$ cat src/rtl/iol_pkg.sv
// shared types, constants and helpers for the indexed order list
package iol_pkg;

  localparam int unsigned MAX_NODES = 256;
  localparam int unsigned NODE_W    = $clog2(MAX_NODES);
  localparam int unsigned LINK_W    = NODE_W + 1;
  localparam int unsigned CELL_W    = 4;
  localparam int unsigned SLOT_W    = NODE_W - CELL_W;
  localparam int unsigned NUM_CELLS = 1 << CELL_W;
  localparam int unsigned SLOTS     = 1 << SLOT_W;

  localparam logic [LINK_W-1:0] NONE_NODE        = LINK_W'(MAX_NODES);
  localparam logic [LINK_W-1:0] NODE_COUNT_RESET = LINK_W'(MAX_NODES);

  localparam int unsigned PADDR_W = 3;
  localparam int unsigned PDATA_W = 32;
  localparam logic        REG_NODE_COUNT = 1'b0;

  typedef enum logic [3:0] {
    CMD_PUSH_FRONT = 4'd0,
    CMD_PUSH_BACK  = 4'd1,
    CMD_REMOVE     = 4'd2,
    CMD_MOVE_FRONT = 4'd3,
    CMD_MOVE_BACK  = 4'd4,
    CMD_POP_FRONT  = 4'd5,
    CMD_POP_BACK   = 4'd6,
    CMD_CONTAINS   = 4'd7,
    CMD_CLEAR      = 4'd8
  } cmd_e;

  typedef enum logic [2:0] {
    STAT_OK       = 3'd0,
    STAT_EMPTY    = 3'd1,
    STAT_RANGE    = 3'd2,
    STAT_LINKED   = 3'd3,
    STAT_UNLINKED = 3'd4
  } status_e;

  typedef enum logic [1:0] {
    ST_IDLE,
    ST_WAIT,
    ST_EXEC
  } ctrl_state_e;

  typedef enum logic {
    PKT_READ,
    PKT_WRITE
  } pkt_kind_e;

  typedef struct packed {
    logic [3:0]        cmd;
    logic [NODE_W-1:0] node_index;
  } in_item_t;

  typedef struct packed {
    logic [LINK_W-1:0] result_node;
    logic              present;
    status_e           status;
    logic [LINK_W-1:0] list_length;
  } out_item_t;

  // one transaction travelling down the cell chain
  typedef struct packed {
    logic              valid;
    pkt_kind_e         kind;
    logic [NODE_W-1:0] node;
    logic [LINK_W-1:0] rd_next;
    logic [LINK_W-1:0] rd_prev;
    logic              rd_linked;
    logic              self_we;
    logic [LINK_W-1:0] self_next;
    logic [LINK_W-1:0] self_prev;
    logic              flag_set;
    logic              flag_clr;
    logic              clear_all;
    logic              na_we;
    logic [NODE_W-1:0] na_node;
    logic [LINK_W-1:0] na_val;
    logic              nb_we;
    logic [NODE_W-1:0] nb_node;
    logic [LINK_W-1:0] nb_val;
    logic              pa_we;
    logic [NODE_W-1:0] pa_node;
    logic [LINK_W-1:0] pa_val;
    logic              pb_we;
    logic [NODE_W-1:0] pb_node;
    logic [LINK_W-1:0] pb_val;
  } pkt_t;

  function automatic logic is_node(logic [LINK_W-1:0] v);
    return !v[LINK_W-1];
  endfunction

endpackage

$ cat src/rtl/iol_cell.sv
// one chain cell: link and linked-flag storage for a slice of nodes
module iol_cell (
  input  logic                       clk_i,
  input  logic                       rst_ni,
  input  logic [iol_pkg::CELL_W-1:0] cell_id_i,
  input  iol_pkg::pkt_t              pkt_i,
  output iol_pkg::pkt_t              pkt_o
);
  import iol_pkg::*;

  logic [LINK_W-1:0] next_q [SLOTS];
  logic [LINK_W-1:0] prev_q [SLOTS];
  logic [SLOTS-1:0]  flag_q, flag_d;
  pkt_t              pkt_q, pkt_d;
  logic              wr;
  logic              rd_hit;
  logic [SLOT_W-1:0] rd_slot;

  assign wr      = pkt_i.valid && (pkt_i.kind == PKT_WRITE);
  assign rd_hit  = pkt_i.valid && (pkt_i.kind == PKT_READ)
                   && (pkt_i.node[NODE_W-1:SLOT_W] == cell_id_i);
  assign rd_slot = pkt_i.node[SLOT_W-1:0];

  // fill in the links of the requested node as the read passes by
  always_comb begin
    pkt_d = pkt_i;
    if (rd_hit) begin
      pkt_d.rd_next   = next_q[rd_slot];
      pkt_d.rd_prev   = prev_q[rd_slot];
      pkt_d.rd_linked = flag_q[rd_slot];
    end
  end

  for (genvar s = 0; s < SLOTS; s++) begin : g_slot
    logic [NODE_W-1:0] id;
    logic              self_hit;

    assign id       = {cell_id_i, SLOT_W'(s)};
    assign self_hit = wr && (pkt_i.node == id);

    always_ff @(posedge clk_i) begin
      if (self_hit && pkt_i.self_we) begin
        next_q[s] <= pkt_i.self_next;
      end else if (wr && pkt_i.na_we && (pkt_i.na_node == id)) begin
        next_q[s] <= pkt_i.na_val;
      end else if (wr && pkt_i.nb_we && (pkt_i.nb_node == id)) begin
        next_q[s] <= pkt_i.nb_val;
      end
    end

    always_ff @(posedge clk_i) begin
      if (self_hit && pkt_i.self_we) begin
        prev_q[s] <= pkt_i.self_prev;
      end else if (wr && pkt_i.pa_we && (pkt_i.pa_node == id)) begin
        prev_q[s] <= pkt_i.pa_val;
      end else if (wr && pkt_i.pb_we && (pkt_i.pb_node == id)) begin
        prev_q[s] <= pkt_i.pb_val;
      end
    end

    always_comb begin
      if (wr && pkt_i.clear_all) begin
        flag_d[s] = 1'b0;
      end else if (self_hit && pkt_i.flag_set) begin
        flag_d[s] = 1'b1;
      end else if (self_hit && pkt_i.flag_clr) begin
        flag_d[s] = 1'b0;
      end else begin
        flag_d[s] = flag_q[s];
      end
    end
  end

  always_ff @(posedge clk_i or negedge rst_ni) begin
    if (!rst_ni) begin
      flag_q <= '0;
      pkt_q  <= '0;
    end else begin
      flag_q <= flag_d;
      pkt_q  <= pkt_d;
    end
  end

  assign pkt_o = pkt_q;

endmodule

$ cat config.mk
export PLATFORM = sky130hd
export DESIGN_NAME = iol_cell
export DESIGN_NICKNAME = d
export VERILOG_FILES = /design/src/rtl/iol_pkg.sv /design/src/rtl/iol_cell.sv
export SDC_FILE = /design/constraint.sdc
export NUM_CORES = 1
export LEC_CHECK = 0
export ABC_AREA = 1
export CORE_MARGIN = 3
export CORE_UTILIZATION = 59
export DETAILED_ROUTE_END_ITERATION = 8
export DONT_BUFFER_PORTS = 1
export PLACE_DENSITY = 0.87
export SKIP_LAST_GASP = 1
export SLEW_MARGIN = 20
export SYNTH_ARGS = -nofsm -noshare
export SYNTH_HDL_FRONTEND = slang
export SYNTH_SLANG_ARGS = --single-unit
$ cat constraint.sdc
create_clock -name clk_i -period 1 [get_ports clk_i]
set_input_delay 0.25 -clock clk_i [delete_from_list [all_inputs] [get_ports clk_i]]
set_output_delay 0.25 -clock clk_i [all_outputs]
set_load 0.01 [all_outputs]
==> metrics.cfg, run 1 <==
[run_status]
error_line=[ERROR GRT-0232] Routing congestion too high. Check the congestion heatmap in the GUI.
stop_stage=global routing (5_1_grt)
outcome=stopped before the end

[placed_design]
dpl.hpwl_um=69600
dp_worst_setup_slack_ns=-1.08
io_buffers=0
place.gp.congestion=1.05

[floorplan]
ioPinCount=252
die_y_um=211
start_util_pct=60.4
rows=74
chipWidth_um=211

[clocking]
cts_root_buffer=clkbuf_16
cts_max_path_buffers=3
cts.sinks=427
cts_buffers=45
h-tree-depth=2

[synthesis]
synth_edf_count=288
syn-instance-count=3197
seq_area_frac_synth_pct=48.7
ys_ff_latch=427
ys_types=39
synth_warnings=0
synth_ff_type=edfxtp_1
syn_avg_cell_area_um2=7.78
synth.net_count=3326
syn_area_um2=24900
async_flop_share_pct=32.6

[sta]
worst-ep-kind=sequential cell input
postGrtWorstEndpoint=prev_q[5][1]$_DFFE_PP_/D

[grt]
grt_max_degree=140
antenna_found_initial=31
grt.overflow.total=540
grtUsageTotal_pct=90.5

-- cell usage after synthesis (2+ instances only) --
master | count | area (µm²)
or2_2 | 2 | 12.5
clkinv_1 | 16 | 60.1
a21oi_1 | 29 | 145
nor3_4 | 4 | 65.1
o211ai_1 | 3 | 22.5
dfrtp_1 | 139 | 3480
nand4_1 | 26 | 163
a22oi_1 | 152 | 1140
nor3_2 | 5 | 50.1
buf_4 | 10 | 75.1
nand3_1 | 656 | 3280
buf_6 | 3 | 33.8
xor2_1 | 7 | 61.3
nand3b_1 | 13 | 97.6
nand2_4 | 4 | 45.0
inv_1 | 115 | 432
buf_2 | 52 | 260
nand3_2 | 16 | 160
nor3_1 | 33 | 165
o21ai_0 | 22 | 110
o21ai_1 | 16 | 80.1
buf_1 | 21 | 78.8
clkbuf_1 | 95 | 357
nand4_2 | 2 | 25.0
nand2_2 | 40 | 250
nor2_4 | 7 | 78.8
nor2_2 | 20 | 125
inv_2 | 30 | 113
nand2_1 | 1228 | 4610
nor2_1 | 132 | 495
edfxtp_1 | 288 | 8650
nand3_4 | 4 | 70.1
-- stage by stage --
step / util (%) / setup TNS, ns / hold slack [ns] / cell area, µm² / instances
floorplan: - / -427.46 / -0.0456 / 25700 / 3197
global placement: 70.6 / -519.86 / -0.0430 / 29100 / 3948
detailed placement: 70.6 / -542.24 / -0.0428 / 29100 / 3948
CTS: 81.9 / -146.09 / -0.660 / 33800 / 4210
-- kinds of logic after synthesis --
family	Yosys count	share of synthesized area, %
xor+xnor	7	0.246
buf+inv	345	5.78
simple gates	2196	39.2
flops	427	48.7
compound gates	222	6.02
-- repair_timing --
action,4_1_cts
setup endpoints to repair,720
cloned,23
resized for setup,338
hold buffers,106
setup buffers,51
endpoints found under the hold margin,566
pin swaps,94
-- layer usage --
metal / global-route usage, % / GRT overflow
met1: 88.6 / 57
met2: 98.4 / 265
met3: 85.4 / 47
met4: 90.1 / 167
met5: 73.0 / 4
==> inputs of run 2 (changes only) <==
- CORE_UTILIZATION: 59 -> 40
- PLACE_DENSITY: 0.87 -> default
- PLACE_DENSITY_LB_ADDON: default -> 0.15
- clock period: 1 -> 1.3 ns (I/O delays scaled with it)
==> metrics.cfg, run 2 <==
[run_status]
outcome=finished with violations
violations=negative hold slack, negative setup slack

[synthesis]
synth_warnings=0  ; unchanged
synth_edf_count=288  ; unchanged
synthXorXnorAreaFrac_pct=0.246  ; unchanged
yosysMostFrequentCell=nand2_1
synth.net_count=3326  ; unchanged
synthTopCellsByCount=nand2_1 (1228), nand3_1 (656), edfxtp_1 (288)
synth_compound_area_share_pct=6.02  ; unchanged
synth_ff_type=edfxtp_1
seq_area_frac_synth_pct=48.7  ; unchanged
synth_mux_area_share_pct=0  ; unchanged
synth_fa_ha_area_share_pct=0  ; unchanged
synthSimpleGateAreaFrac_pct=39.2  ; unchanged
synth_top_area_cell=edfxtp_1
ys_types=39  ; unchanged
syn_avg_cell_area_um2=7.78  ; unchanged
yosysTopAreaCellShare_pct=34.8  ; unchanged
syn-instance-count=3197  ; unchanged
synth_top_family_by_area=simple AND/OR/NAND/NOR gates
ys_ff_latch=427  ; unchanged
syn_area_um2=24900  ; unchanged
async_flop_share_pct=32.6  ; unchanged
synth.area.top_cells=edfxtp_1 (35%), nand2_1 (19%), dfrtp_1 (14%), nand3_1 (13%), a22oi_1 (4.6%)

[critical_path]
cpMaxStageDelayCell=nand3b_1
end_kind=flop
critical_path.max_fanout=5
path_delay_family=simple AND/OR/NAND/NOR gates
crit_start=pkt_i[122]
critPathRequiredTime_ns=1.66
worst-path-buf-inv=3
cp.depth=11
reg2reg_slack_ns=-0.12
start_kind=primary input
r2r_end=pkt_o[96]
worstSetupPathType=in2reg
reg2reg_depth=6
cp-endpoint=prev_q[9][7]
reg2reg_from=prev_q[11][1]
crit_path_frequent_cell=nand2_1
max_stage_delay_ns=0.25
worstPathCellList=nand2_8 > buf_12 > nor2_4 > nand2_2 > buf_4 > nand3b_1 > nand2_1 > nor2_4 > clkdlybuf4s15_2 > nand2_1 > nand2_1
worstPathArrival_ns=1.82

[sta]
relSlewSlack_pct=17.4
skew_ns=0.0248
setup_violations=517
min_period_ns=1.46
hold_violations=155
rsz0062_at_grt=true
worst_slack_ns=-0.156
holdWs_ns=-0.581
finalCritPeriodShare_pct=112
timing.fmax_mhz=687
worst_pin_slew_ns=1.24
drv_slew=0

[cells_and_area]
fin_nets=3828
drive_gt1_share_pct=29.2
final_cell_mix=nand2_1 (1110), nand3_1 (559), buf_4 (295)
area_growth_pct=44.8
fillerInstances=5155
seq_area_um2=12100
multiInputGateArea_um2=14000
layout_commonest_cell=nand2_1
fin_cells=4568

[clocking]
cts_root_buffer=clkbuf_16
cts_max_path_buffers=3  ; unchanged
cts_tree=built
cts.sinks=427  ; unchanged
cts_buffers=48  ; +6.7%
clock_latency_ns=0.60
h-tree-depth=2  ; unchanged
clk_pin_slew_ns=0.06

[detailed_routing]
wl_per_cell_um=25.3
via_per_inst=5.91
drt-total-wl_um=115000
drc=0
vias=27004
drtIter0Drc=3943
firstDrtPassIters=7
antenna_left=0

[power]
power_density_nw_per_um2=916
peakVddDrop_v=0.000884
total_power_mw=33.0
p_leak_nw=15.6

[grt]
grt.overflow.total=0
grt_pass1_vias=25054
grt_pass1_wl_um=165000
antenna_found_initial=7
grt_max_degree=140
grtUsageTotal_pct=33.6

[placed_design]
place.gp.congestion=0.969  ; -7.7%
dpl.hpwl_um=75400  ; +8.3%
io_buffers=0  ; unchanged
dp_cells=4234  ; +7.2%
dp_worst_setup_slack_ns=-0.937  ; +0.141 ns

[floorplan]
design.die.area_um2=65200
chipWidth_um=255  ; +21%
die_y_um=255  ; +21%
rows=90  ; +22%
start_util_pct=40.8  ; -20 points
coreArea_um2=60900
ioPinCount=252  ; unchanged

[flow_run]
max-cap-violations=0

[min_path]
hold_class=in2async

==> run 2: cell counts after synthesis <==
Identical to the previous run, type by type.
==> run 2: area by class of cell <==
class                   count  area share, %
multi-input cells        2447           39.0
flip-flops and latches    427           33.7
repair buffers            610           18.0
clock buffers              67           3.87
well taps                 828           2.88
inverters                 163           2.17
clock inverters            21          0.354
repair inverters            2         0.0486
diodes                      3         0.0208
==> run 2: report_power, final <==
group | leakage [nW] | internal (mW) | switching [mW]
registers | 4.25 | 14.8 | 0.214
clock network | 0.753 | 7.48 | 5.94
logic | 10.7 | 1.78 | 2.79
total | 15.6 | 24.0 | 8.95
==> run 2: metrics by stage <==
stage | utilization (%) | area (µm²) | TNS [ns] | hold WS [ns]
after floorplan | - | 25700 | -290.21 | 0.0294
after global placement | 48.4 | 29500 | -421.82 | 0.0334
after detailed placement | 48.4 | 29500 | -432.02 | 0.0343
after CTS | 55.9 | 34000 | -10.12 | -0.623
after global routing | 59.1 | 36000 | -43.35 | -0.610
final | 59.1 | 36000 | -22.38 | -0.581
==> run 2: cells by family (layout without fill, tap and decap cells) <==
group	Yosys count	count (layout)
compound gates	222	223
buf+inv	345	863
other cells	0	3
simple gates	2196	2217
flops	427	427
xor+xnor	7	7
==> run 2: routing by layer <==
layer / wire length (µm) / global-route usage (%) / vias up
met1: 46600 / 48.3 / 12867
met4: 4360 / 10.2 / 4
li1: - / - / 11889
met5: 26 / 0 / -
met2: 49000 / 49.2 / 1896
met3: 15500 / 9.16 / 348
==> run 2: worst min-delay path by stage <==
stage	start	cells after the start	end
2_1_floorplan	rst_ni	0	flag_q[0]
3_3_place_gp	rst_ni	0	pkt_o[33]
3_5_place_dp	rst_ni	0	pkt_o[33]
4_1_cts	rst_ni	0	flag_q[1]
5_1_grt	rst_ni	0	pkt_o[16]
6_report	rst_ni	0	pkt_o[16]
==> run 2: repair_timing <==
action	4_1_cts	5_1_grt
hold buffers	131	4
gates resized for setup	262	365
pin swaps	66	148
buffers inserted	38	33
hold endpoints to repair	565	186
cloned	22	25
setup endpoints to repair	685	684
No activity file was read; power rests on OpenSTA's default activity.
