## src/rtl/iol_pkg.sv

```systemverilog
// shared types, constants and helpers for the indexed order list
package iol_pkg;

  localparam int unsigned MAX_NODES = 256;
  localparam int unsigned NODE_W    = $clog2(MAX_NODES);
  localparam int unsigned LINK_W    = NODE_W + 1;
  localparam int unsigned CELL_W    = 4;
  localparam int unsigned SLOT_W    = NODE_W - CELL_W;
  localparam int unsigned NUM_CELLS = 1 << CELL_W;
  localparam int unsigned SLOTS     = 1 << SLOT_W;

  localparam logic [LINK_W-1:0] NONE_NODE        = LINK_W'(MAX_NODES);
  localparam logic [LINK_W-1:0] NODE_COUNT_RESET = LINK_W'(MAX_NODES);

  localparam int unsigned PADDR_W = 3;
  localparam int unsigned PDATA_W = 32;
  localparam logic        REG_NODE_COUNT = 1'b0;

  typedef enum logic [3:0] {
    CMD_PUSH_FRONT = 4'd0,
    CMD_PUSH_BACK  = 4'd1,
    CMD_REMOVE     = 4'd2,
    CMD_MOVE_FRONT = 4'd3,
    CMD_MOVE_BACK  = 4'd4,
    CMD_POP_FRONT  = 4'd5,
    CMD_POP_BACK   = 4'd6,
    CMD_CONTAINS   = 4'd7,
    CMD_CLEAR      = 4'd8
  } cmd_e;

  typedef enum logic [2:0] {
    STAT_OK       = 3'd0,
    STAT_EMPTY    = 3'd1,
    STAT_RANGE    = 3'd2,
    STAT_LINKED   = 3'd3,
    STAT_UNLINKED = 3'd4
  } status_e;

  typedef enum logic [1:0] {
    ST_IDLE,
    ST_WAIT,
    ST_EXEC
  } ctrl_state_e;

  typedef enum logic {
    PKT_READ,
    PKT_WRITE
  } pkt_kind_e;

  typedef struct packed {
    logic [3:0]        cmd;
    logic [NODE_W-1:0] node_index;
  } in_item_t;

  typedef struct packed {
    logic [LINK_W-1:0] result_node;
    logic              present;
    status_e           status;
    logic [LINK_W-1:0] list_length;
  } out_item_t;

  // one transaction travelling down the cell chain
  typedef struct packed {
    logic              valid;
    pkt_kind_e         kind;
    logic [NODE_W-1:0] node;
    logic [LINK_W-1:0] rd_next;
    logic [LINK_W-1:0] rd_prev;
    logic              rd_linked;
    logic              self_we;
    logic [LINK_W-1:0] self_next;
    logic [LINK_W-1:0] self_prev;
    logic              flag_set;
    logic              flag_clr;
    logic              clear_all;
    logic              na_we;
    logic [NODE_W-1:0] na_node;
    logic [LINK_W-1:0] na_val;
    logic              nb_we;
    logic [NODE_W-1:0] nb_node;
    logic [LINK_W-1:0] nb_val;
    logic              pa_we;
    logic [NODE_W-1:0] pa_node;
    logic [LINK_W-1:0] pa_val;
    logic              pb_we;
    logic [NODE_W-1:0] pb_node;
    logic [LINK_W-1:0] pb_val;
  } pkt_t;

  function automatic logic is_node(logic [LINK_W-1:0] v);
    return !v[LINK_W-1];
  endfunction

endpackage

```

## src/rtl/iol_ctrl.sv

```systemverilog
// command sequencer: head, tail, count, list updates and result register
module iol_ctrl (
  input  logic                       clk_i,
  input  logic                       rst_ni,
  input  logic                       in_valid_i,
  output logic                       in_stall_o,
  input  iol_pkg::in_item_t          in_data_i,
  output logic                       out_valid_o,
  input  logic                       out_stall_i,
  output iol_pkg::out_item_t         out_data_o,
  input  logic [iol_pkg::LINK_W-1:0] node_count_i,
  output iol_pkg::pkt_t              inj_o,
  input  iol_pkg::pkt_t              ret_i
);
  import iol_pkg::*;

  ctrl_state_e       state_q, state_d;
  logic [3:0]        cmd_q;
  logic [NODE_W-1:0] node_q;
  logic [LINK_W-1:0] rd_next_q, rd_prev_q;
  logic              rd_linked_q;
  logic [LINK_W-1:0] head_q, tail_q, count_q;
  logic [LINK_W-1:0] head_d, tail_d, count_d;
  logic              out_valid_q;
  out_item_t         out_q;

  logic              accept, capture, commit, out_free, ret_read;
  logic              in_pop;
  logic [NODE_W-1:0] rd_node;

  logic              is_pop, in_range;
  logic [LINK_W-1:0] pop_end, tgt, nx, pv;
  logic [LINK_W-1:0] d_head, d_tail, d_count;
  logic [LINK_W-1:0] base_h, base_t, base_c;
  logic              do_detach, do_front, do_back, do_clear;
  logic [LINK_W-1:0] res_node;
  logic              res_present;
  status_e           res_status;
  pkt_t              wr_pkt, rd_pkt;

  assign out_free = !out_valid_q || !out_stall_i;
  assign ret_read = ret_i.valid && (ret_i.kind == PKT_READ);

  // next state
  always_comb begin
    state_d = state_q;
    case (state_q)
      ST_IDLE: if (in_valid_i) state_d = ST_WAIT;
      ST_WAIT: if (ret_read) state_d = ST_EXEC;
      ST_EXEC: if (out_free) state_d = ST_IDLE;
      default: state_d = ST_IDLE;
    endcase
  end

  // state outputs
  always_comb begin
    in_stall_o = 1'b1;
    accept     = 1'b0;
    capture    = 1'b0;
    commit     = 1'b0;
    case (state_q)
      ST_IDLE: begin
        in_stall_o = 1'b0;
        accept     = in_valid_i;
      end
      ST_WAIT: capture = ret_read;
      ST_EXEC: commit  = out_free;
      default: in_stall_o = 1'b1;
    endcase
  end

  // read transaction: pops read the end node, everything else the named node
  assign in_pop = (in_data_i.cmd == CMD_POP_FRONT) || (in_data_i.cmd == CMD_POP_BACK);

  always_comb begin
    if (in_pop) begin
      rd_node = (in_data_i.cmd == CMD_POP_FRONT) ? head_q[NODE_W-1:0] : tail_q[NODE_W-1:0];
    end else begin
      rd_node = in_data_i.node_index;
    end
    rd_pkt       = '0;
    rd_pkt.valid = 1'b1;
    rd_pkt.kind  = PKT_READ;
    rd_pkt.node  = rd_node;
  end

  // command execution from the captured links
  always_comb begin
    is_pop   = (cmd_q == CMD_POP_FRONT) || (cmd_q == CMD_POP_BACK);
    pop_end  = (cmd_q == CMD_POP_FRONT) ? head_q : tail_q;
    tgt      = is_pop ? pop_end : {1'b0, node_q};
    nx       = is_node(rd_next_q) ? rd_next_q : NONE_NODE;
    pv       = is_node(rd_prev_q) ? rd_prev_q : NONE_NODE;
    in_range = {1'b0, node_q} < node_count_i;

    d_head  = is_node(pv) ? head_q : nx;
    d_tail  = is_node(nx) ? tail_q : pv;
    d_count = (count_q != '0) ? (count_q - LINK_W'(1)) : count_q;

    do_detach   = 1'b0;
    do_front    = 1'b0;
    do_back     = 1'b0;
    do_clear    = 1'b0;
    res_node    = {1'b0, node_q};
    res_present = 1'b0;
    res_status  = STAT_OK;

    if (is_pop) begin
      if (is_node(pop_end) && rd_linked_q) begin
        do_detach   = 1'b1;
        res_node    = pop_end;
        res_present = 1'b1;
      end else begin
        res_node   = NONE_NODE;
        res_status = STAT_EMPTY;
      end
    end else if (cmd_q == CMD_CLEAR) begin
      do_clear = 1'b1;
      res_node = NONE_NODE;
    end else if (cmd_q > CMD_CLEAR) begin
      res_node = NONE_NODE;
    end else if (!in_range) begin
      res_status = STAT_RANGE;
    end else if (cmd_q == CMD_CONTAINS) begin
      res_present = rd_linked_q;
    end else if ((cmd_q == CMD_PUSH_FRONT) || (cmd_q == CMD_PUSH_BACK)) begin
      if (rd_linked_q) begin
        res_status = STAT_LINKED;
      end else if (cmd_q == CMD_PUSH_FRONT) begin
        do_front = 1'b1;
      end else begin
        do_back = 1'b1;
      end
    end else if (!rd_linked_q) begin
      res_status = STAT_UNLINKED;
    end else if (cmd_q == CMD_REMOVE) begin
      do_detach = 1'b1;
    end else if (cmd_q == CMD_MOVE_FRONT) begin
      if (head_q != tgt) begin
        do_detach = 1'b1;
        do_front  = 1'b1;
      end
    end else begin
      if (tail_q != tgt) begin
        do_detach = 1'b1;
        do_back   = 1'b1;
      end
    end

    base_h = do_detach ? d_head  : head_q;
    base_t = do_detach ? d_tail  : tail_q;
    base_c = do_detach ? d_count : count_q;

    head_d  = base_h;
    tail_d  = base_t;
    count_d = base_c;

    wr_pkt      = '0;
    wr_pkt.kind = PKT_WRITE;
    wr_pkt.node = tgt[NODE_W-1:0];

    if (do_detach) begin
      wr_pkt.na_we   = is_node(pv);
      wr_pkt.na_node = pv[NODE_W-1:0];
      wr_pkt.na_val  = nx;
      wr_pkt.pa_we   = is_node(nx);
      wr_pkt.pa_node = nx[NODE_W-1:0];
      wr_pkt.pa_val  = pv;
    end

    if (do_front) begin
      wr_pkt.self_we   = 1'b1;
      wr_pkt.self_prev = NONE_NODE;
      wr_pkt.self_next = base_h;
      wr_pkt.pb_we     = is_node(base_h);
      wr_pkt.pb_node   = base_h[NODE_W-1:0];
      wr_pkt.pb_val    = tgt;
      if (!is_node(base_h)) tail_d = tgt;
      head_d  = tgt;
      count_d = base_c + LINK_W'(1);
    end

    if (do_back) begin
      wr_pkt.self_we   = 1'b1;
      wr_pkt.self_next = NONE_NODE;
      wr_pkt.self_prev = base_t;
      wr_pkt.nb_we     = is_node(base_t);
      wr_pkt.nb_node   = base_t[NODE_W-1:0];
      wr_pkt.nb_val    = tgt;
      if (!is_node(base_t)) head_d = tgt;
      tail_d  = tgt;
      count_d = base_c + LINK_W'(1);
    end

    if (do_clear) begin
      head_d  = NONE_NODE;
      tail_d  = NONE_NODE;
      count_d = '0;
    end

    wr_pkt.flag_set  = do_front || do_back;
    wr_pkt.flag_clr  = do_detach && !(do_front || do_back);
    wr_pkt.clear_all = do_clear;
    wr_pkt.valid     = do_detach || do_front || do_back || do_clear;
  end

  always_comb begin
    if (accept) begin
      inj_o = rd_pkt;
    end else if (commit) begin
      inj_o = wr_pkt;
    end else begin
      inj_o = '0;
    end
  end

  always_ff @(posedge clk_i or negedge rst_ni) begin
    if (!rst_ni) begin
      state_q     <= ST_IDLE;
      head_q      <= NONE_NODE;
      tail_q      <= NONE_NODE;
      count_q     <= '0;
      out_valid_q <= 1'b0;
    end else begin
      state_q <= state_d;
      if (commit) begin
        head_q      <= head_d;
        tail_q      <= tail_d;
        count_q     <= count_d;
        out_valid_q <= 1'b1;
      end else if (out_valid_q && !out_stall_i) begin
        out_valid_q <= 1'b0;
      end
    end
  end

  always_ff @(posedge clk_i) begin
    if (accept) begin
      cmd_q  <= in_data_i.cmd;
      node_q <= in_data_i.node_index;
    end
    if (capture) begin
      rd_next_q   <= ret_i.rd_next;
      rd_prev_q   <= ret_i.rd_prev;
      rd_linked_q <= ret_i.rd_linked;
    end
    if (commit) begin
      out_q.result_node <= res_node;
      out_q.present     <= res_present;
      out_q.status      <= res_status;
      out_q.list_length <= count_d;
    end
  end

  assign out_valid_o = out_valid_q;
  assign out_data_o  = out_q;

  a_count_bound: assert property (@(posedge clk_i) disable iff (!rst_ni)
    count_q <= NONE_NODE)
    else $error("linked count above pool size");

  a_empty_consistent: assert property (@(posedge clk_i) disable iff (!rst_ni)
    ((head_q == NONE_NODE) == (count_q == '0)) && ((tail_q == NONE_NODE) == (count_q == '0)))
    else $error("head, tail and count disagree on emptiness");

  a_read_return_expected: assert property (@(posedge clk_i) disable iff (!rst_ni)
    ret_read |-> (state_q == ST_WAIT))
    else $error("read transaction left the chain outside of wait");

  a_commit_loads_output: assert property (@(posedge clk_i) disable iff (!rst_ni)
    commit |=> out_valid_q)
    else $error("committed command produced no result");

endmodule

```

## config.mk

```make
export PLATFORM = sky130hd
export DESIGN_NAME = iol_ctrl
export DESIGN_NICKNAME = d
export VERILOG_FILES = /design/src/rtl/iol_pkg.sv /design/src/rtl/iol_ctrl.sv
export SDC_FILE = /design/constraint.sdc
export NUM_CORES = 1
export LEC_CHECK = 0
export BUFFER_PORTS_ARGS = -buffer_cell sky130_fd_sc_hd__buf_2
export CORE_MARGIN = 2
export CORE_UTILIZATION = 40
export DETAILED_ROUTE_END_ITERATION = 6
export GPL_TIMING_DRIVEN = 0
export HOLD_SLACK_MARGIN = 0.06
export PLACE_DENSITY = 0.67
export SLEW_MARGIN = 20
export SYNTH_ARGS = -nofsm -noshare
export SYNTH_HDL_FRONTEND = slang
export SYNTH_SLANG_ARGS = --single-unit
```

## constraint.sdc

```tcl
create_clock -name clk_i -period 11.1 [get_ports clk_i]
set_clock_uncertainty 0.1 [all_clocks]
set_input_delay 1.665 -clock clk_i [delete_from_list [all_inputs] [get_ports clk_i]]
set_output_delay 1.665 -clock clk_i [all_outputs]
set_load 0.02 [all_outputs]
```

==> results of run 1 <==
## path summary, 6_finish.rpt
kind | start | end | slack (ns) | depth (start not counted)
setup / recovery | node_count_i[2] | inj_o[9] | 4.48 | 14
hold / removal | out_valid_o | out_valid_o | 0.41 | 2
setup reg to reg | node_q[2] | out_data_o[8] | 6.81 | 13
hold reg to reg | out_valid_o | out_valid_o | 0.41 | 2
max in group asynchronous | rst_ni | head_q[6] | 9.15 | 1
min in group asynchronous | rst_ni | count_q[0] | 1.27 | 1
## registers in the layout, summed over array words and instances, names as in the netlist
register and flops:
rd_next_q 9, state_q 2, out_valid_o 1, rd_linked_q 1
cmd_q 4, node_q 8, out_data_o 22, rd_prev_q 9
count_q 9, head_q 9, tail_q 9
## layout by cell type (no fill, tap or decap), types with 8 or more instances in the layout
cell type  count
xnor2_1       12
nor2_1        93
nor3_1        16
a21oi_1       25
xor2_1        16
dfrtp_1       28
nand2_1       43
o21ai_0       33
buf_4         49
o22ai_1       15
mux2i_1       33
and3_1        20
edfxtp_1      53
o221ai_1       9
a22o_1         8
conb_1        21
clkbuf_1      34
clkbuf_16     10
o211ai_1      10
buf_2        180
ha_1           9
nor2b_1       33
inv_1         30
## through the flow
stage	worst slack, ns	hold slack [ns]	utilization	area (um^2)
3_3_place_gp	4.600	0.3608	0.4900	7477
4_1_cts	4.549	0.4083	0.5134	7834
2_1_floorplan	5.329	0.3396	-	6357
6_report	4.480	0.4051	0.5134	7834
5_1_grt	4.329	0.4597	0.5134	7834
3_5_place_dp	4.562	0.3919	0.4938	7535
## cell families after synthesis
group,after synthesis
AO/OA/AOI/OAI,167
other,1
buffers and inverters,123
flip-flops,83
multiplexers,38
adder cells (fa/ha/maj),9
AND/OR/NAND/NOR,257
XOR/XNOR,28
## layout make-up
| class | count | share of cell area |
|---|---|---|
| plain buffers | 92 | 0.06964 |
| clock buffers | 12 | 0.03418 |
| inverters | 31 | 0.01485 |
| well taps | 211 | 0.03370 |
| repair buffers | 174 | 0.1142 |
| flip-flops and latches | 83 | 0.2993 |
| multi-input cells | 520 | 0.4301 |
| clock inverters | 4 | 0.003993 |
## worst max-delay path: stages
cell and delay (ns):
buf_2 0.08, inv_1 0.03, ha_1 0.27, o2111ai_1 0.25, o221ai_2 0.19, a2111oi_2 0.46
a2bb2oi_1 0.45, and3_1 0.26, buf_2 0.20, buf_2 0.23, nor2_1 0.07, a21oi_1 0.37
nor2_1 0.12, buf_2 0.18
## power breakdown
| group | leakage (nW) | switching (mW) | total (mW) | internal [mW] |
|---|---|---|---|---|
| Sequential | 0.883 | 0.0499 | 0.438 | 0.388 |
| Clock | 0.145 | 0.131 | 0.304 | 0.173 |
| Combinational | 2.63 | 0.308 | 0.494 | 0.186 |
## layer usage
| layer | part of all wire | track usage |
|---|---|---|
| met5 | 0 | 0 |
| met4 | 0.015 | 0.07481 |
| met3 | 0.074 | 0.04459 |
| met2 | 0.47 | 0.3932 |
| met1 | 0.44 | 0.3290 |
==> summary.md, run 1 <==
| Metric | Value |
|---|---|
| Starting density of the core | `0.4117` |
| Final Hold Viols | `0` |
| VDD IR-drop max | `0.07782 mV` |
| Maxcap violations | `0` |
| CTS buffer count | `9` |
| Post-Synth Adder-Cell Area | `0.01792` |
| Clock-pin transition on the worst setup and hold timing paths | `about 0.070 ns` |
| Multi-input logic area | `between 3000 and 4000 um^2` |
| RSZ-0062 raised after global routing | `no` |
| Synthesis-to-finish area growth | `24.70%` |
| Filler Cells Inserted | `1492` |
| DIE HEIGHT | `129.3 um` |
| CTS tree | `done` |
| Dominant cell type by area after synthesis | `edfxtp_1` |
| Synth top area share | `0.2533` |
| Mux contribution to synthesized area | `0.06154` |
| Critical path peak fanout | `10` |
| Via count | `5995` |
| CTS Root Cell | `clkbuf_16` |
| Critical Setup Path Class | `in2out` |
| Cell variety after synth | `85` |
| Largest net degree at the start of global routing | `31` |
| Post-synthesis compound-gate area fraction | `0.1918` |
| Slew Viols, Final | `0` |
| Outcome | `finished clean` |
| PwrDens | `157.8 nW/um^2` |
| Max_slew headroom | `0.3962` |
| Die W | `129.3 um` |
| Fmax | `between 150 and 200 MHz` |
| # DRC | `0` |
| Final Cycle Share | `0.5964` |
| CP required | `9.34 ns` |
| Vias in the first global route | `5539` |
| Final setup vio count | `0` |
| Final antenna-violating net count | `0` |
| Global-route wire length before repair | `30830 um` |
| LEAKAGE | `3.658 nW` |
| Share of layout cells above drive strength 1 | `0.2991` |
| Commonest cells post-synth | `94 x nor2_1, 53 x edfxtp_1, 48 x buf_4` |
| Largest family of logic cells by synthesized area | `simple AND/OR/NAND/NOR gates` |
| Mapped Area | `between 6000 and 7000 um^2` |
| Setup crit start kind | `input pin` |
| Synthesized flop and latch total | `83` |
| Cell total after placement | `1111` |
| Grt ovf | `0` |
| Synth Area in Simple Gates | `0.2107` |
| Routability congestion estimate | `0.9264` |
| Min-Delay Path Class | `reg2reg` |
| Asr flop ratio synth | `0.3614` |
| Overall routed net length | `20050 um` |
| Cell Count, Final, Fillers Out | `1127` |
| Post-synth EDFFs | `53` |
| DRT Pass-1 Iters | `5` |
| All-Layer GR Usage | `0.2420` |
| Sequential fraction of the synthesis area | `0.3732` |
| Warnings, synthesis | `0` |
| Total power | `1.236 mW` |
| Ranking of synthesized cells by area | `edfxtp_1 25%, dfrtp_1 11%, buf_4 5.7%, nor2_1 5.6%, mux2i_1 5.3%` |
| Post-Synth XOR/XNOR Area | `0.03904` |
| Flip-flop and latch area | `2345 um^2` |
| Setup tns final | `0 ns` |
| DRT iter0 DRCs | `between 400 and 500` |
| Arrival time worst endpoint | `between 4 and 5 ns` |
| Clock H-tree levels | `3` |
| # rows | `45` |
| Core area | `15260 um^2` |
| Die Footprint | `16720 um^2` |
| Crit path time final | `6.620 ns` |
| Post-CTS Resized | `0` |
| Most numerous cell in the Yosys netlist | `nor2_1` |
| Final nets | `1068` |
| Initial antenna violation count | `0` |
| CP endpoint kind | `output port` |
| DR vias/cell | `between 5 and 6` |
| Slew of the pin with the lowest slew margin | `0.9037 ns` |
| Post-Synthesis Cells | `between 700 and 800` |
| PortBufs | `171` |
| Worst-case clock buffer depth | `2` |
| CTS hold repair buffers | `0` |
| Post-DP HPWL | `about 15000 um` |
| Ports | `between 200 and 300` |
| WL/cell | `17.79 um` |
| Setup Fix Bufs, Post-CTS | `0` |
| Clk_lat worst skew | `0.35 ns` |
| Dominant synthesized flop cell | `edfxtp_1` |
| Mean Syn Cell Area | `8.898 um^2` |
| CTS sink count | `83` |
| # diodes | `0` |
No activity file was read; power rests on OpenSTA's default activity.
==> inputs of run 2 (changes only) <==
- ABC_AREA: default -> 1
- PLACE_DENSITY: 0.67 -> 0.68
- clock period: 11.1 -> 6.8 ns (I/O delays scaled with it)
==> summary.md, run 2 <==
| Metric | Value |
|---|---|
| Setup Fix Bufs, Post-CTS | `0 (unchanged)` |
| Fin area | `7506 um^2 (-4.2%)` |
| Largest net degree at the start of global routing | `32 (+3.2%)` |
| Share of layout cells above drive strength 1 | `0.3234 (+0.02426)` |
| Synth top area share | `0.2652 (+0.01189)` |
| Met2 wire len | `7898 um (-16%)` |
| Die Footprint | `16000 um^2 (-4.3%)` |
| Die W | `126.5 um (-2.2%)` |
| Grt ovf | `0 (unchanged)` |
| Dominant cell type by area after synthesis | `edfxtp_1` |
| Most numerous cell in the Yosys netlist | `nand2_1` |
| Most common cell after layout, fill and taps aside | `buf_2` |
| # DRC | `0 (unchanged)` |
| Cell variety after synth | `48 (-44%)` |
| Dominant synthesized flop cell | `edfxtp_1` |
| Setup tns final | `0 ns (unchanged)` |
| Core area | `14590 um^2 (-4.4%)` |
| Sequential fraction of the synthesis area | `0.3907 (+0.01751)` |
| Mean Syn Cell Area | `7.539 um^2 (-15%)` |
| CTS Root Cell | `clkbuf_16` |
| Setup crit start kind | `flip-flop` |
| Mapped Area | `6001 um^2 (-4.5%)` |
| Clk_lat worst skew | `0.35 ns (about the same)` |
| Overall routed net length | `17940 um (-10%)` |
| DRT iter0 DRCs | `363 (-19%)` |
| Final antenna-violating net count | `0 (unchanged)` |
| Met1 WL | `8118 um (-9.0%)` |
| Via count | `5864 (-2.2%)` |
| WL/cell | `15.09 um (-15%)` |
| WL met3 | `1493 um (+1.1%)` |
| Ports | `295 (unchanged)` |
| Starting density of the core | `0.4113 (about the same)` |
| Clock-pin transition on the worst setup and hold timing paths | `0.06 ns (about the same)` |
| Arrival time worst endpoint | `3.82 ns (-1.03 ns)` |
| Synthesized flop and latch total | `83 (unchanged)` |
| Ranking of synthesized cells by area | `edfxtp_1 27%, dfrtp_1 12%, nand2_1 10%, nor2_1 7.1%, buf_4 5.6%` |
| CTS tree | `done` |
| DP Worst Slack | `1.895 ns (-2.667 ns)` |
| Crit path time final | `around 4.9 ns` |
| PortBufs | `171 (unchanged)` |
| CTS buffer count | `9 (unchanged)` |
| CP required | `5.68 ns (-3.66 ns)` |
| DR top layer | `met4` |
| Post-Synthesis Cells | `796 (+13%)` |
| Post-synth EDFFs | `53 (unchanged)` |
| Slew Viols, Final | `0 (unchanged)` |
| Final core occ | `0.5145 (+0.001087)` |
| Final setup vio count | `0 (unchanged)` |
| Final nets | `1157 (+8.3%)` |
| Warnings, synthesis | `0 (unchanged)` |
| Fmax | `around 200 MHz` |
| Filler Cells Inserted | `1454 (-2.5%)` |
| Final hold slack | `0.4148 ns (+0.009739 ns)` |
| RSZ-0062 raised after global routing | `no` |
| Final Cycle Share | `0.7267` |
| Max_slew headroom | `0.5209 (+0.1246)` |
| # diodes | `0 (unchanged)` |
| Placed Area | `7182 um^2 (-4.7%)` |
| CTS hold repair buffers | `0 (unchanged)` |
| Cell total after placement | `1173 (+5.6%)` |
| Slew of the pin with the lowest slew margin | `0.7187 ns (-0.1850 ns)` |
| # rows | `44 (-2.2%)` |
| Critical Setup Path Class | `reg2out` |
| Maxcap violations | `0 (unchanged)` |
| Max FFs per register | `22 (unchanged)` |
| CP endpoint kind | `output port` |
| DRT Pass-1 Iters | `6 (+1)` |
| Asr flop ratio synth | `0.3614 (unchanged)` |
| Final Hold Viols | `0 (unchanged)` |
| Min-Delay Path Class | `reg2reg` |
| VDD IR-drop max | `0.1540 mV (+98%)` |
| Vias in the first global route | `5596 (+1.0%)` |
| Critical path peak fanout | `10 (unchanged)` |
| Outcome | `finished clean` |
| Synthesis-to-finish area growth | `25.08%` |
| Initial antenna violation count | `0 (unchanged)` |
| Post-CTS Resized | `0 (unchanged)` |
| Worst-case clock buffer depth | `2 (unchanged)` |
| PwrDens | `316.6 nW/um^2 (+100%)` |
| All-Layer GR Usage | `0.2287 (-0.01326)` |
| Final worst slack | `1.858 ns (-2.622 ns)` |
| Post-DP HPWL | `14390 um (-7.0%)` |
| LEAKAGE | `3.949 nW (+7.9%)` |
| Most frequent cells in the layout | `174 x buf_2, 166 x nand2_1, 113 x nor2_1, 87 x inv_1, 67 x nand3_1` |
| Routability congestion estimate | `0.9679 (+4.5%)` |
| Total power | `2.376 mW (+92%)` |
| Clock H-tree levels | `3 (unchanged)` |
| DIE HEIGHT | `126.5 um (-2.2%)` |
| CTS sink count | `83 (unchanged)` |
| Commonest cells post-synth | `166 x nand2_1, 113 x nor2_1, 87 x inv_1` |
| Global-route wire length before repair | `28860 um (-6.4%)` |
| Cell Count, Final, Fillers Out | `1189 (+5.5%)` |
| DR vias/cell | `4.932 (-7.3%)` |
[run 2: cell types whose count changed after synthesis, moves of 10 or more]
cell      before  now
nand2_1       43  166
nand3_1        5   67
inv_1         30   87
mux2i_1       33    0
nor2b_1       33    0
nand2_2        0   27
clkbuf_1      34   13
and3_1        20    0
nor2_1        94  113
xnor2_1       12    0
nand3_2        0   10
[run 2: worst paths after layout]
check                           start       endpoint  slack, ns  cells after the start
max                          cmd_q[1]      inj_o[82]       1.86                     20
min                        count_q[8]     count_q[8]       0.41                      2
max reg2reg                  cmd_q[1]  out_data_o[4]       3.05                     21
min reg2reg                count_q[8]     count_q[8]       0.41                      2
max in group asynchronous      rst_ni      tail_q[5]       5.57                      1
min in group asynchronous      rst_ni     count_q[8]       0.60                      1
[run 2: logic make-up after synthesis]
group	Yosys count	synth area share
flops	83	0.3907
compound gates	114	0.1145
xor+xnor	7	0.01022
simple gates	416	0.3190
mux	2	0.003753
other cells	1	0.0006249
fa+ha+maj	9	0.01877
buf+inv	164	0.1424
[run 2: routing by layer]
layer  vias up  track usage
met5         -            0
met4         0      0.08274
met3        29      0.04091
met2       251       0.3599
met1      2626       0.3166
li1       2958            -
[run 2: critical path: stages, from the launching register on]
cell and delay [ns]:
edfxtp_1 0.48, nor2_4 0.29, nand2_4 0.11, buf_6 0.16
nand2_1 0.08, o21ai_2 0.08, nand2_2 0.09, nand2_2 0.13
nand2_1 0.13, nand3_1 0.09, nor2_1 0.19, nand2_1 0.09
nand3_1 0.08, nand2_1 0.05, nand3_1 0.18, inv_1 0.12
nand2_1 0.25, clkbuf_1 0.43, nor2_1 0.14, buf_4 0.15
buf_2 0.15
[run 2: layout make-up]
| cell class | count | area [um^2] | share of cell area |
|---|---|---|---|
| multi-input cells | 569 | 2882 | 0.3839 |
| inverters | 95 | 359.1 | 0.04784 |
| clock inverters | 7 | 97.59 | 0.01300 |
| flip-flops and latches | 83 | 2345 | 0.3124 |
| plain buffers | 69 | 496.7 | 0.06618 |
| clock buffers | 9 | 225.2 | 0.03000 |
| well taps | 184 | 230.2 | 0.03067 |
| repair buffers | 173 | 870.8 | 0.1160 |
[run 2: report_power, final]
part | internal (mW) | leakage [nW] | switching, mW
sequential | 0.677 | 0.866 | 0.124
clock | 0.324 | 0.161 | 0.210
combinational | 0.337 | 2.92 | 0.704
==> inputs of run 3 (changes only) <==
- ABC_AREA: 1 -> 0
- PLACE_DENSITY: 0.68 -> 0.7
- clock period: 6.8 -> 3.96 ns (I/O delays scaled with it)
==> summary.md, run 3 (same netlist as run 1, synthesis figures left out) <==
| Metric | Value |
|---|---|
| Critical Setup Path Class | `reg2out` |
| Global-route wire length before repair | `31880 um (+10%)` |
| Grt ovf | `0 (unchanged)` |
| CP endpoint kind | `output port` |
| DRT iter0 DRCs | `552 (+52%)` |
| All-Layer GR Usage | `0.2478 (+0.01912)` |
| Fin area | `8544 um^2 (+14%)` |
| Die W | `129.3 um (+2.2%)` |
| CTS Root Cell | `clkbuf_16` |
| Outcome | `complete, but fails checks` |
| Crit path time final | `4.033 ns` |
| Most frequent cells in the layout | `168 x buf_2, 97 x buf_4, 86 x nor2_1, 53 x edfxtp_1, 38 x nand2_1` |
| Most common cell after layout, fill and taps aside | `buf_2` |
| Final Hold Viols | `0 (unchanged)` |
| # rows | `45 (+2.3%)` |
| Final Cycle Share | `1.018` |
| CTS buffer count | `9 (unchanged)` |
| Logic pwr share | `0.416 (-0.022)` |
| Via count | `6339 (+8.1%)` |
| WL/cell | `18.41 um (+22%)` |
| Critical path peak fanout | `3 (-7)` |
| Die Footprint | `16720 um^2 (+4.5%)` |
| Post-DP HPWL | `15400 um (+7.0%)` |
| Overall routed net length | `21330 um (+19%)` |
| Final worst slack | `-0.07308 ns (-1.931 ns)` |
| Initial antenna violation count | `0 (unchanged)` |
| Worst path cell trace | `buf_4 -> xor2_1 -> o41a_1 -> a211oi_4 -> or3b_4 -> a31o_4 -> nand2_2 -> nand2_2 -> or4b_4 -> buf_6` |
| Max FFs per register | `22 (unchanged)` |
| Cell total after placement | `1111 (-5.3%)` |
| Synthesis-to-finish area growth | `36.01%` |
| DIE HEIGHT | `129.3 um (+2.2%)` |
| Largest net degree at the start of global routing | `31 (-3.1%)` |
| Clock network power share | `0.218 (-0.007)` |
| Power Internal | `2.157 mW (+61%)` |
| Cell Count, Final, Fillers Out | `1159 (-2.5%)` |
| Reg power frac | `0.367 (+0.030)` |
| PortBufs | `171 (unchanged)` |
| Final nets | `1100 (-4.9%)` |
| DR vias/cell | `5.469 (+11%)` |
| Arrival time worst endpoint | `3.34 ns (-0.48 ns)` |
| Sw Ratio | `0.4060 (-0.03067)` |
| DRT Pass-1 Iters | `5 (-1)` |
| Slew Viols, Final | `0 (unchanged)` |
| Core area | `15260 um^2 (+4.6%)` |
| Slowest CP cell | `edfxtp_1` |
| Clock H-tree levels | `3 (unchanged)` |
| Share of layout cells above drive strength 1 | `0.3966 (+0.07324)` |
| Clk_lat worst skew | `0.35 ns (about the same)` |
| CP max stage delay | `0.50 ns (+0.02 ns)` |
| Total power | `3.632 mW (+53%)` |
| # diodes | `0 (unchanged)` |
| Routability congestion estimate | `0.9535 (-1.5%)` |
| Placed Area | `7546 um^2 (+5.1%)` |
| Final setup vio count | `13 (+13)` |
| Setup crit start kind | `flip-flop` |
| Slew of the pin with the lowest slew margin | `0.8152 ns (+0.09647 ns)` |
| CP required | `3.27 ns (-2.41 ns)` |
| Clock-pin transition on the worst setup and hold timing paths | `0.07 ns (about the same)` |
| Min-Delay Path Class | `in2async` |
| Max_slew headroom | `0.4545 (-0.06632)` |
| Crit path top cell by count | `nand2_2` |
| PwrDens | `425.0 nW/um^2 (+34%)` |
| P_sw | `1.475 mW (+42%)` |
| Starting density of the core | `0.4117 (about the same)` |
| Worst path bufs/invs | `2 (-3)` |
| CTS sink count | `83 (unchanged)` |
| LEAKAGE | `3.940 nW (-0.23%)` |
| Vias in the first global route | `5883 (+5.1%)` |
| Filler Cells Inserted | `1380 (-5.1%)` |
| Worst-case clock buffer depth | `2 (unchanged)` |
| Maxcap violations | `0 (unchanged)` |
| Fmax | `248.0 MHz` |
| Final antenna-violating net count | `0 (unchanged)` |
| RSZ-0062 raised after global routing | `yes` |
| Final core occ | `0.5600 (+0.04549)` |
| VDD IR-drop max | `0.2609 mV (+69%)` |
| Top Family by Delay on Critical Path | `simple AND/OR/NAND/NOR gates` |
| CTS tree | `done` |
| Ports | `295 (unchanged)` |
| Setup tns final | `-0.3843 ns (-0.3843 ns)` |
| Failing checks | `negative setup slack` |
| # DRC | `0 (unchanged)` |
[run 3: cell types whose count changed in the layout (fill, tap and decap cells not counted), sizes merged, moves of 9 or more]
cell,change
and3,+20
buf,+47
clkbuf,+11
inv,-62
mux2i,+33
nand2,-156
nand3,-72
nor2,-27
nor2b,+33
o21ai,-17
xnor2,+12
xor2,+9
[run 3: cell type report]
type,count,area [um^2],share of cell area
clock inverter,5,37.54,0.004393
clock buffer,11,232.7,0.02724
tap,211,264.0,0.03090
timing repair buffer,215,1240,0.1451
sequential,83,2345,0.2744
inverter,31,116.4,0.01362
buffer,83,568.0,0.06648
multi-input combinational,520,3741,0.4378
[run 3: worst paths after layout]
kind / start / end / slack [ns] / cells after the start
setup / recovery: node_q[6] / inj_o[122] / -0.07 / 10
hold / removal: rst_ni / count_q[4] / 0.20 / 1
setup reg to reg: node_q[6] / out_data_o[5] / 0.09 / 14
hold reg to reg: out_valid_o / out_valid_o / 0.43 / 2
max in group asynchronous: rst_ni / head_q[6] / 3.07 / 1
min in group clk_i: ret_i[109] / rd_next_q[5] / 0.31 / 1
[run 3: repair_timing]
item,4_1_cts,5_1_grt
endpoints found under the setup margin,91,87
setup buffers,27,13
gates cloned,1,0
hold buffers,0,0
pin swaps,12,11
gates resized for setup,66,51
[run 3: stage by stage]
stage | worst slack, ns | hold slack [ns]
CTS | -0.0003610 | 0.2124
global route | -0.1668 | 0.2461
finish | -0.07308 | 0.2004
floorplan | 0.2263 | 0.1984
global placement | -0.3894 | 0.3612
detailed placement | -0.3741 | 0.4089
[run 3: worst register-to-register path, stage by stage, from the launching register on]
cell,delay (ns)
edfxtp_1,0.50
buf_4,0.19
buf_4,0.13
nor2b_1,0.15
o31ai_1,0.32
a222oi_1,0.11
buf_4,0.17
nor3_1,0.31
a21boi_4,0.12
buf_4,0.17
a311o_2,0.43
o2111ai_1,0.26
mux2i_1,0.42
xnor2_1,0.17
nor2_1,0.06
[run 3: power groups by stage]
stage	Clock, mW	Sequential (mW)	Combinational, mW
after floorplan	0	1.20	0.994
after global routing	0.828	1.34	1.64
after detailed placement	0	1.24	1.35
final	0.790	1.33	1.51
after CTS	0.796	1.25	1.43
after global placement	0	1.24	1.31
[run 3: metal layers]
metal / part of all wire / wire length (um) / track usage
met5: 0 / 0 / 0
met2: 0.47 / 10060 / 0.4000
met1: 0.41 / 8671 / 0.3290
met3: 0.091 / 1947 / 0.05491
met4: 0.031 / 655 / 0.08824
